## src/rtl/clpo_pkg.sv

```systemverilog
// ----------------------------------------------------------------------------
// clpo_pkg
// Shared types and codes of the circular list position unit: action and
// status codes, sequencer states and field widths.
// ----------------------------------------------------------------------------
package clpo_pkg;

  localparam int unsigned DEF_CAPACITY = 16;
  localparam int unsigned ACTION_W     = 3;
  localparam int unsigned STATUS_W     = 3;
  localparam int unsigned VALUE_W      = 32;

  typedef enum logic [ACTION_W-1:0] {
    ACT_INS_FRONT = 3'd0,
    ACT_INS_END   = 3'd1,
    ACT_DEL_FRONT = 3'd2,
    ACT_DEL_END   = 3'd3,
    ACT_INS_AT    = 3'd4,
    ACT_DEL_AT    = 3'd5,
    ACT_SEARCH    = 3'd6
  } action_e;

  typedef enum logic [STATUS_W-1:0] {
    ST_OK       = 3'd0,
    ST_EMPTY    = 3'd1,
    ST_INVALID  = 3'd2,
    ST_FULL     = 3'd3,
    ST_NOTFOUND = 3'd4
  } status_e;

  typedef enum logic [2:0] {
    S_IDLE,
    S_RD,
    S_CHK,
    S_RD2,
    S_CHK2,
    S_W1,
    S_W2,
    S_DONE
  } state_e;

  typedef enum logic [2:0] {
    OP_SEARCH,
    OP_INS_EMPTY,
    OP_INS_HEAD,
    OP_INS_TAIL,
    OP_INS_MID,
    OP_DEL_HEAD,
    OP_DEL_MID
  } op_e;

endpackage

```

## src/rtl/circular_list_position_ops_unit.sv

```systemverilog
// ----------------------------------------------------------------------------
// circular_list_position_ops_unit
// Bounded ordered list of signed 32-bit values kept as a circular linked list
// in slot memory, with positional insert, delete and search.
// ----------------------------------------------------------------------------
// One item is worked at a time. Refused actions and deletes of a one-entry
// list go straight to the result; an insert into an empty list writes its
// slot, one at the front or end its slot and then the tail link, and a
// delete of the front reads the head and relinks the tail. An insert inside
// the list at position k walks k-2 links, a delete at k walks k-1 and a
// search up to count-1, each hop a read of both memories and a use of the
// registered data. A new item is taken while the previous result still
// waits on the output register. No clearing pass is needed after reset.
module circular_list_position_ops_unit
  import clpo_pkg::*;
#(
  parameter int unsigned CAPACITY = clpo_pkg::DEF_CAPACITY,
  localparam int unsigned SW = $clog2(CAPACITY),
  localparam int unsigned CW = $clog2(CAPACITY + 1),
  localparam int unsigned PW = $clog2(CAPACITY + 2)
) (
  input  logic                                clk_i,
  input  logic                                rst_ni,
  input  logic                                in_valid_i,
  output logic                                in_stall_o,
  input  logic        [clpo_pkg::ACTION_W-1:0] action_i,
  input  logic signed [clpo_pkg::VALUE_W-1:0]  value_i,
  input  logic        [PW-1:0]                 position_i,
  output logic                                out_valid_o,
  input  logic                                out_stall_i,
  output logic        [clpo_pkg::STATUS_W-1:0] status_o,
  output logic        [CW-1:0]                 found_position_o,
  output logic        [CW-1:0]                 count_o
);

  state_e              state_q, state_d;
  op_e                 op_q, op_d;
  logic [SW-1:0]       head_q, head_d;
  logic [SW-1:0]       tail_q, tail_d;
  logic [SW-1:0]       cur_q, cur_d;
  logic [SW-1:0]       prv_q, prv_d;
  logic [SW-1:0]       slot_q, slot_d;
  logic [CW-1:0]       cnt_q, cnt_d;
  logic [CW-1:0]       ctr_q, ctr_d;
  logic [CAPACITY-1:0] free_q, free_d;
  logic [VALUE_W-1:0]  val_q, val_d;
  status_e             res_status_q, res_status_d;
  logic [CW-1:0]       res_found_q, res_found_d;

  logic                out_valid_q, out_valid_d;
  status_e             out_status_q, out_status_d;
  logic [CW-1:0]       out_found_q, out_found_d;
  logic [CW-1:0]       out_count_q, out_count_d;

  logic [SW-1:0]       first_free;
  logic [CW-1:0]       dec_idx;
  logic                full, empty;

  logic                ram_re;
  logic                val_we;
  logic                lnk_we;
  logic [SW-1:0]       lnk_waddr;
  logic [SW-1:0]       lnk_wdata;
  logic [VALUE_W-1:0]  rd_val;
  logic [SW-1:0]       rd_lnk;

  clpo_ram #(.WIDTH(VALUE_W), .DEPTH(CAPACITY)) u_val_ram (
    .clk_i   (clk_i),
    .we_i    (val_we),
    .waddr_i (slot_q),
    .wdata_i (val_q),
    .re_i    (ram_re),
    .raddr_i (cur_q),
    .rdata_o (rd_val)
  );

  clpo_ram #(.WIDTH(SW), .DEPTH(CAPACITY)) u_lnk_ram (
    .clk_i   (clk_i),
    .we_i    (lnk_we),
    .waddr_i (lnk_waddr),
    .wdata_i (lnk_wdata),
    .re_i    (ram_re),
    .raddr_i (cur_q),
    .rdata_o (rd_lnk)
  );

  // lowest free slot
  always_comb begin
    first_free = '0;
    for (int i = CAPACITY - 1; i >= 0; i--) begin
      if (free_q[i]) begin
        first_free = SW'(i);
      end
    end
  end

  assign full  = (cnt_q == CW'(CAPACITY));
  assign empty = (cnt_q == '0);

  // 0-based list index named by the action
  always_comb begin
    unique case (action_i)
      ACT_INS_END:            dec_idx = cnt_q;
      ACT_DEL_END:            dec_idx = cnt_q - CW'(1);
      ACT_INS_AT, ACT_DEL_AT: dec_idx = CW'(position_i - PW'(1));
      default:                dec_idx = '0;
    endcase
  end

  always_comb begin
    logic go_ins;
    logic go_del;
    state_d      = state_q;
    op_d         = op_q;
    head_d       = head_q;
    tail_d       = tail_q;
    cur_d        = cur_q;
    prv_d        = prv_q;
    slot_d       = slot_q;
    cnt_d        = cnt_q;
    ctr_d        = ctr_q;
    free_d       = free_q;
    val_d        = val_q;
    res_status_d = res_status_q;
    res_found_d  = res_found_q;
    out_valid_d  = out_valid_q;
    out_status_d = out_status_q;
    out_found_d  = out_found_q;
    out_count_d  = out_count_q;
    ram_re       = 1'b0;
    val_we       = 1'b0;
    lnk_we       = 1'b0;
    lnk_waddr    = slot_q;
    lnk_wdata    = slot_q;
    in_stall_o   = (state_q != S_IDLE);
    go_ins       = 1'b0;
    go_del       = 1'b0;

    if (out_valid_q && !out_stall_i) begin
      out_valid_d = 1'b0;
    end

    unique case (state_q)
      S_IDLE: begin
        if (in_valid_i) begin
          val_d        = value_i;
          res_status_d = ST_OK;
          res_found_d  = '0;
          state_d      = S_DONE;
          unique case (action_i)
            ACT_INS_FRONT, ACT_INS_END: begin
              if (full) res_status_d = ST_FULL;
              else      go_ins = 1'b1;
            end
            ACT_DEL_FRONT, ACT_DEL_END: begin
              if (empty) res_status_d = ST_EMPTY;
              else       go_del = 1'b1;
            end
            ACT_INS_AT: begin
              if (full) begin
                res_status_d = ST_FULL;
              end else if (position_i == '0 ||
                           position_i > PW'(cnt_q) + PW'(1)) begin
                res_status_d = ST_INVALID;
              end else begin
                go_ins = 1'b1;
              end
            end
            ACT_DEL_AT: begin
              if (empty) begin
                res_status_d = ST_EMPTY;
              end else if (position_i == '0 || position_i > PW'(cnt_q)) begin
                res_status_d = ST_INVALID;
              end else begin
                go_del = 1'b1;
              end
            end
            ACT_SEARCH: begin
              if (empty) begin
                res_status_d = ST_EMPTY;
              end else begin
                op_d    = OP_SEARCH;
                cur_d   = head_q;
                ctr_d   = '0;
                state_d = S_RD;
              end
            end
            default: res_status_d = ST_INVALID;
          endcase

          if (go_ins) begin
            slot_d = first_free;
            if (empty) begin
              op_d    = OP_INS_EMPTY;
              state_d = S_W1;
            end else if (dec_idx == '0) begin
              op_d    = OP_INS_HEAD;
              state_d = S_W1;
            end else if (dec_idx == cnt_q) begin
              op_d    = OP_INS_TAIL;
              state_d = S_W1;
            end else begin
              op_d    = OP_INS_MID;
              cur_d   = head_q;
              ctr_d   = dec_idx - CW'(1);
              state_d = S_RD;
            end
          end

          if (go_del) begin
            if (cnt_q == CW'(1)) begin
              free_d[head_q] = 1'b1;
              cnt_d          = '0;
            end else if (dec_idx == '0) begin
              op_d    = OP_DEL_HEAD;
              cur_d   = head_q;
              ctr_d   = '0;
              state_d = S_RD;
            end else begin
              op_d    = OP_DEL_MID;
              cur_d   = head_q;
              ctr_d   = dec_idx - CW'(1);
              state_d = S_RD;
            end
          end
        end
      end

      S_RD: begin
        ram_re  = 1'b1;
        state_d = S_CHK;
      end

      S_CHK: begin
        if (op_q == OP_SEARCH) begin
          if (rd_val == val_q) begin
            res_status_d = ST_OK;
            res_found_d  = ctr_q + CW'(1);
            state_d      = S_DONE;
          end else if (ctr_q + CW'(1) == cnt_q) begin
            res_status_d = ST_NOTFOUND;
            state_d      = S_DONE;
          end else begin
            ctr_d   = ctr_q + CW'(1);
            cur_d   = rd_lnk;
            state_d = S_RD;
          end
        end else if (ctr_q != '0) begin
          ctr_d   = ctr_q - CW'(1);
          cur_d   = rd_lnk;
          state_d = S_RD;
        end else if (op_q == OP_DEL_HEAD) begin
          lnk_we         = 1'b1;
          lnk_waddr      = tail_q;
          lnk_wdata      = rd_lnk;
          head_d         = rd_lnk;
          free_d[cur_q]  = 1'b1;
          cnt_d          = cnt_q - CW'(1);
          state_d        = S_DONE;
        end else if (op_q == OP_DEL_MID) begin
          prv_d   = cur_q;
          cur_d   = rd_lnk;
          state_d = S_RD2;
        end else begin
          state_d = S_W1;
        end
      end

      S_RD2: begin
        ram_re  = 1'b1;
        state_d = S_CHK2;
      end

      S_CHK2: begin
        lnk_we        = 1'b1;
        lnk_waddr     = prv_q;
        lnk_wdata     = rd_lnk;
        free_d[cur_q] = 1'b1;
        cnt_d         = cnt_q - CW'(1);
        if (cur_q == tail_q) tail_d = prv_q;
        state_d       = S_DONE;
      end

      S_W1: begin
        val_we         = 1'b1;
        lnk_we         = 1'b1;
        lnk_waddr      = slot_q;
        free_d[slot_q] = 1'b0;
        case (op_q)
          OP_INS_EMPTY: lnk_wdata = slot_q;
          OP_INS_MID:   lnk_wdata = rd_lnk;
          default:      lnk_wdata = head_q;
        endcase
        if (op_q == OP_INS_EMPTY) begin
          head_d  = slot_q;
          tail_d  = slot_q;
          cnt_d   = cnt_q + CW'(1);
          state_d = S_DONE;
        end else begin
          state_d = S_W2;
        end
      end

      S_W2: begin
        lnk_we    = 1'b1;
        lnk_wdata = slot_q;
        lnk_waddr = (op_q == OP_INS_MID) ? cur_q : tail_q;
        if (op_q == OP_INS_HEAD) head_d = slot_q;
        if (op_q == OP_INS_TAIL) tail_d = slot_q;
        if (op_q == OP_INS_MID && cur_q == tail_q) tail_d = slot_q;
        cnt_d   = cnt_q + CW'(1);
        state_d = S_DONE;
      end

      S_DONE: begin
        if (!out_valid_q || !out_stall_i) begin
          out_valid_d  = 1'b1;
          out_status_d = res_status_q;
          out_found_d  = res_found_q;
          out_count_d  = cnt_q;
          state_d      = S_IDLE;
        end
      end

      default: state_d = S_IDLE;
    endcase
  end

  always_ff @(posedge clk_i or negedge rst_ni) begin
    if (!rst_ni) begin
      state_q     <= S_IDLE;
      head_q      <= '0;
      tail_q      <= '0;
      cnt_q       <= '0;
      free_q      <= {CAPACITY{1'b1}};
      out_valid_q <= 1'b0;
    end else begin
      state_q     <= state_d;
      head_q      <= head_d;
      tail_q      <= tail_d;
      cnt_q       <= cnt_d;
      free_q      <= free_d;
      out_valid_q <= out_valid_d;
    end
  end

  always_ff @(posedge clk_i) begin
    op_q         <= op_d;
    cur_q        <= cur_d;
    prv_q        <= prv_d;
    slot_q       <= slot_d;
    ctr_q        <= ctr_d;
    val_q        <= val_d;
    res_status_q <= res_status_d;
    res_found_q  <= res_found_d;
    out_status_q <= out_status_d;
    out_found_q  <= out_found_d;
    out_count_q  <= out_count_d;
  end

  assign out_valid_o      = out_valid_q;
  assign status_o         = out_status_q;
  assign found_position_o = out_found_q;
  assign count_o          = out_count_q;

endmodule

```

## src/rtl/clpo_ram.sv

```systemverilog
// ----------------------------------------------------------------------------
// clpo_ram
// Generic single write port, single read port memory with registered read
// data. Read data holds until the next read.
// ----------------------------------------------------------------------------
module clpo_ram #(
  parameter int unsigned WIDTH = 32,
  parameter int unsigned DEPTH = 16,
  localparam int unsigned AW   = (DEPTH > 1) ? $clog2(DEPTH) : 1
) (
  input  logic             clk_i,
  input  logic             we_i,
  input  logic [AW-1:0]    waddr_i,
  input  logic [WIDTH-1:0] wdata_i,
  input  logic             re_i,
  input  logic [AW-1:0]    raddr_i,
  output logic [WIDTH-1:0] rdata_o
);

  logic [WIDTH-1:0] mem_q [DEPTH];
  logic [WIDTH-1:0] rdata_q;

  always_ff @(posedge clk_i) begin
    if (we_i) begin
      mem_q[waddr_i] <= wdata_i;
    end
    if (re_i) begin
      rdata_q <= mem_q[raddr_i];
    end
  end

  assign rdata_o = rdata_q;

endmodule

```

## config.mk

```make
export PLATFORM = sky130hd
export DESIGN_NAME = circular_list_position_ops_unit
export DESIGN_NICKNAME = d
export VERILOG_FILES = /design/src/rtl/clpo_pkg.sv /design/src/rtl/circular_list_position_ops_unit.sv /design/src/rtl/clpo_ram.sv
export SDC_FILE = /design/constraint.sdc
export NUM_CORES = 1
export LEC_CHECK = 0
export BUFFER_PORTS_ARGS = -buffer_cell sky130_fd_sc_hd__buf_4
export CORE_MARGIN = 10
export CORE_UTILIZATION = 60
export CTS_CLUSTER_SIZE = 40
export DETAILED_ROUTE_END_ITERATION = 12
export GPL_ROUTABILITY_DRIVEN = 0
export PLACE_DENSITY = 0.77
export SETUP_SLACK_MARGIN = 0.4
export SYNTH_ARGS = -nofsm -noshare
export SYNTH_HDL_FRONTEND = slang
export SYNTH_HIERARCHICAL = 1
export SYNTH_SLANG_ARGS = --single-unit
```

## constraint.sdc

```tcl
create_clock -name clk_i -period 5.85 [get_ports clk_i]
set_clock_uncertainty 0.2 [all_clocks]
set_input_delay 0 -clock clk_i [delete_from_list [all_inputs] [get_ports clk_i]]
set_output_delay 0 -clock clk_i [all_outputs]
set_load 0.005 [all_outputs]
```

==> results.py <==
metrics = {
    "run_status": {
        "outcome": "completed",
    },
    "yosys": {
        "synth-edff-count": 685,
        "postSynthNetCount": 1759,
        "syn-cell-area_um2": 29800,
        "postSynth.asyncResetShare_pct": 4.60,
        "synthesis.instances": 1697,
        "post_synth_num_cell_types": 79,
        "synth.yosys.warnings": 6,
        "synth.avg_cell_area_um2": 17.6,
        "yosys_register_bits": 718,
        "ys.flop_type": "sky130_fd_sc_hd__edfxtp_1",
        "synth-seq-area-share_pct": 71.9,
    },
    "critical_path": {
        "timing.critical_path.max_delay_family": "buffers and inverters",
        "critical_path.max_fanout": 17,
        "critPathSlowestCell": "sky130_fd_sc_hd__dfrtp_1",
        "worst_setup_path_end_kind": "flop",
        "cp_num_buf_inv": 2,
        "cp.required_ns": 6.19,
        "critPathArrivalTime_ns": 4.61,
        "worst_path_largest_cell_delay_ns": 0.73,
        "worstReg2RegStart": "cnt_q[0]",
        "startpoint_type": "flop",
        "critPathLaunch": "cnt_q[0]",
        "criticalPathCategory": "flop to flop",
        "path_cells": "ha_1, nand3_1, xnor2_1, ha_1, o211ai_1, a21oi_1, o22ai_1, a311oi_1, dlygate4sd3_1, nand3_1, and4_1, o21ai_0, dlygate4sd3_1",
    },
    "pwr": {
        "seqPwrFrac_pct": 44.3,
        "comb_power_share_pct": 26.8,
        "vdd_ir_drop_max_v": 0.000476,
        "cellPowerDensity_nw_per_um2": 461,
        "p_int_uw": 10800,
        "report.power.total_uw": 15700,
        "p_clk_share_pct": 28.9,
        "total_leakage_power_uw": 0.0112,
        "netSwitchingFraction_pct": 31.0,
        "power.net_switching_uw": 4860,
    },
    "sta": {
        "slew_viol_final": 0,
        "fmaxAchievable_ghz": 0.234,
        "worst_pin_slew_ns": 1.18,
        "rsz0062_at_grt": "false",
        "final.hold.worst_slack_ns": 0.0980,
        "timing.setup.tns_ns": 0,
        "final_hold_viol_count": 0,
        "max_slew_margin_pct": 20.9,
        "timing.final.setup_violations": 0,
        "time_the_final_worst_path_needs_with_i_o_delays_and_setup_ns": 4.28,
        "post-route-period-util_pct": 73.1,
    },
    "final_layout": {
        "final_layout_size_suffix_gt1_share_pct": 20.4,
        "layout_common_cells": "sky130_fd_sc_hd__edfxtp_1, sky130_fd_sc_hd__mux4_2, sky130_fd_sc_hd__nand2_1",
        "layout.area.seq_um2": 21400,
        "final_cells": 2567,
        "multiInputGateArea_um2": 7960,
        "area_growth_syn_to_layout_pct": 14.5,
        "filler_cell_count": 3041,
        "most_common_cell_after_layout_fill_and_taps_aside": "sky130_fd_sc_hd__edfxtp_1",
        "num_antenna_cells": 0,
        "finish.instance_area_um2": 34100,
        "nNetsFinal": 1905,
    },
    "floorplan": {
        "initial_utilization_pct": 60.7,
        "design.portCount": 59,
        "die_height_um": 243,
        "core_area_um2": 49100,
        "die_area_um2": 59000,
        "die_w_um": 243,
        "rows": 81,
    },
    "placement": {
        "io_buffer_count": 58,
        "dpl_cell_area_um2": 31000,
        "post-dp-hpwl_mm": 36.5,
        "placed_cells": 2354,
    },
    "clock_tree": {
        "post_cts_resized": 0,
        "cts.htree.levels": 3,
        "cts.sink_count": 718,
        "tritoncts": "built",
        "cts.root.buffer_cell": "sky130_fd_sc_hd__clkbuf_16",
        "clk-insertion-delay-late_ns": 0.62,
        "numCtsBuffers": 74,
        "clk_pin_slew_worst_paths_ns": 0.06,
        "ctsLongestPathBuffers": 3,
    },
    "global_route": {
        "grt_pass1_wl_mm": 100,
        "grt_antenna_before_repair": 0,
        "globalRouteTotalUtil_pct": 21.9,
        "grt_pass1_vias": 16800,
        "grt_start_max_net_pins": 153,
        "overflow": 0,
    },
    "worst_hold_path": {
        "worst_hold_start": "out_stall_i",
        "holdCritPathClass": "input pin to flop",
    },
    "drt": {
        "vias_after_detailed_routing": 16400,
        "drt-initial-drc-count": 1902,
        "drt_drc_violations_left": 0,
        "drt_pass1_iterations": 6,
        "detail_route.vias_per_cell": 6.40,
        "totalWireLength_mm": 64.5,
        "detail_route.wl_per_cell_um": 25.1,
        "antenna_violating_nets_post_route": 0,
    },
    "run": {
        "drv.max_cap_violation_count": 0,
    },
}
[layout make-up]
| type | instances | share of cell area [%] |
|---|---|---|
| multi-input cells | 856 | 23.3 |
| repair buffers | 160 | 4.16 |
| inverters | 33 | 0.363 |
| clock inverters | 43 | 1.12 |
| clock buffers | 93 | 5.79 |
| flip-flops and latches | 718 | 62.8 |
| well taps | 664 | 2.44 |
[tightest hold or removal path, stage by stage]
cell,delay [ns]
sky130_fd_sc_hd__dlygate4sd3_1,0.53
sky130_fd_sc_hd__buf_4,0.11
sky130_fd_sc_hd__nand2_1,0.12
sky130_fd_sc_hd__nand2_1,0.10
[per-stage QoR]
stage               worst slack [ns]  util (%)
finish                          1.57      69.5
global route                    1.26      69.5
CTS                             1.64      69.5
detailed placement              1.90      63.1
global placement                2.06      63.1
floorplan                       1.37         -
[what timing repair did]
action,CTS,global route
hold buffers,77,0
buffers inserted,0,0
hold endpoints to repair,110,0
[final timing paths]
path                       cells past startpoint     endpoint  slack [ns]
max reg2reg                                   13   state_q[2]        1.57
min                                            4  out_valid_o         0.1
min in group asynchronous                      3    free_q[4]        0.39
max in group asynchronous                      4    tail_q[3]        3.70
min reg2reg                                    0  status_o[0]        0.22
max                                           13   state_q[2]        1.57
[per-layer routing]
metal  share of wire (%)  global-route usage (%)  routed length, um
met1                  40                    29.7              25700
met2                  50                    35.5              32300
met3                 7.4                    4.38               4750
met4                 2.7                    7.13               1740
met5                   0                       0                  0
[kinds of logic after synthesis]
kind of cell | count (synthesis) | share of synthesized area, %
buf+inv | 123 | 1.87
simple gates | 347 | 5.81
compound gates | 265 | 6.09
flops | 718 | 71.9
mux | 164 | 11.7
fa+ha+maj | 18 | 0.756
xor+xnor | 62 | 1.82
[flip-flops by register name, summed over array words and instances (netlist names), 3 cells and up]
name / cells
res_found_q: 5
found_position_o: 5
cnt_q: 5
u_lnk_ram/rdata_o: 4
ctr_q: 5
val_q: 32
prv_q: 4
free_q: 16
head_q: 4
u_val_ram/mem_q: 512
u_val_ram/rdata_o: 32
count_o: 5
slot_q: 4
res_status_q: 3
status_o: 3
tail_q: 4
u_lnk_ram/mem_q: 64
op_q: 3
state_q: 3
cur_q: 4
[power by group through the flow]
stage	logic, uW	clock network, uW	registers [uW]
after floorplan	3220	0	6780
after global placement	4020	0	7010
after detailed placement	4090	0	7040
after CTS	4190	4610	6940
after global routing	4560	4820	7030
final	4210	4550	6960
[synth_stat cells, types with 6 or more instances]
| library cell | number | area, um^2 |
|---|---|---|
| sky130_fd_sc_hd__o21ai_2 | 11 | 96.3 |
| sky130_fd_sc_hd__nand4_1 | 13 | 81.3 |
| sky130_fd_sc_hd__inv_1 | 32 | 120 |
| sky130_fd_sc_hd__nor3_1 | 33 | 165 |
| sky130_fd_sc_hd__dfstp_2 | 16 | 420 |
| sky130_fd_sc_hd__buf_2 | 17 | 85.1 |
| sky130_fd_sc_hd__nand2b_1 | 13 | 81.3 |
| sky130_fd_sc_hd__nor2_1 | 96 | 360 |
| sky130_fd_sc_hd__nand3_1 | 27 | 135 |
| sky130_fd_sc_hd__ha_1 | 18 | 225 |
| sky130_fd_sc_hd__a21oi_1 | 54 | 270 |
| sky130_fd_sc_hd__and3_1 | 6 | 37.5 |
| sky130_fd_sc_hd__a22oi_1 | 78 | 586 |
| sky130_fd_sc_hd__buf_4 | 9 | 67.6 |
| sky130_fd_sc_hd__xor2_1 | 8 | 70.1 |
| sky130_fd_sc_hd__mux2i_1 | 17 | 170 |
| sky130_fd_sc_hd__nor2b_1 | 13 | 81.3 |
| sky130_fd_sc_hd__o21ai_0 | 44 | 220 |
| sky130_fd_sc_hd__dfrtp_1 | 17 | 425 |
| sky130_fd_sc_hd__edfxtp_1 | 685 | 20600 |
| sky130_fd_sc_hd__xnor2_1 | 54 | 473 |
| sky130_fd_sc_hd__buf_1 | 16 | 60.1 |
| sky130_fd_sc_hd__a32oi_1 | 9 | 78.8 |
| sky130_fd_sc_hd__clkbuf_1 | 44 | 165 |
| sky130_fd_sc_hd__a31oi_1 | 12 | 75.1 |
| sky130_fd_sc_hd__nand2_1 | 93 | 349 |
| sky130_fd_sc_hd__mux4_2 | 130 | 2930 |
| sky130_fd_sc_hd__mux4_1 | 14 | 368 |
Power figures use the tool's default switching activity.
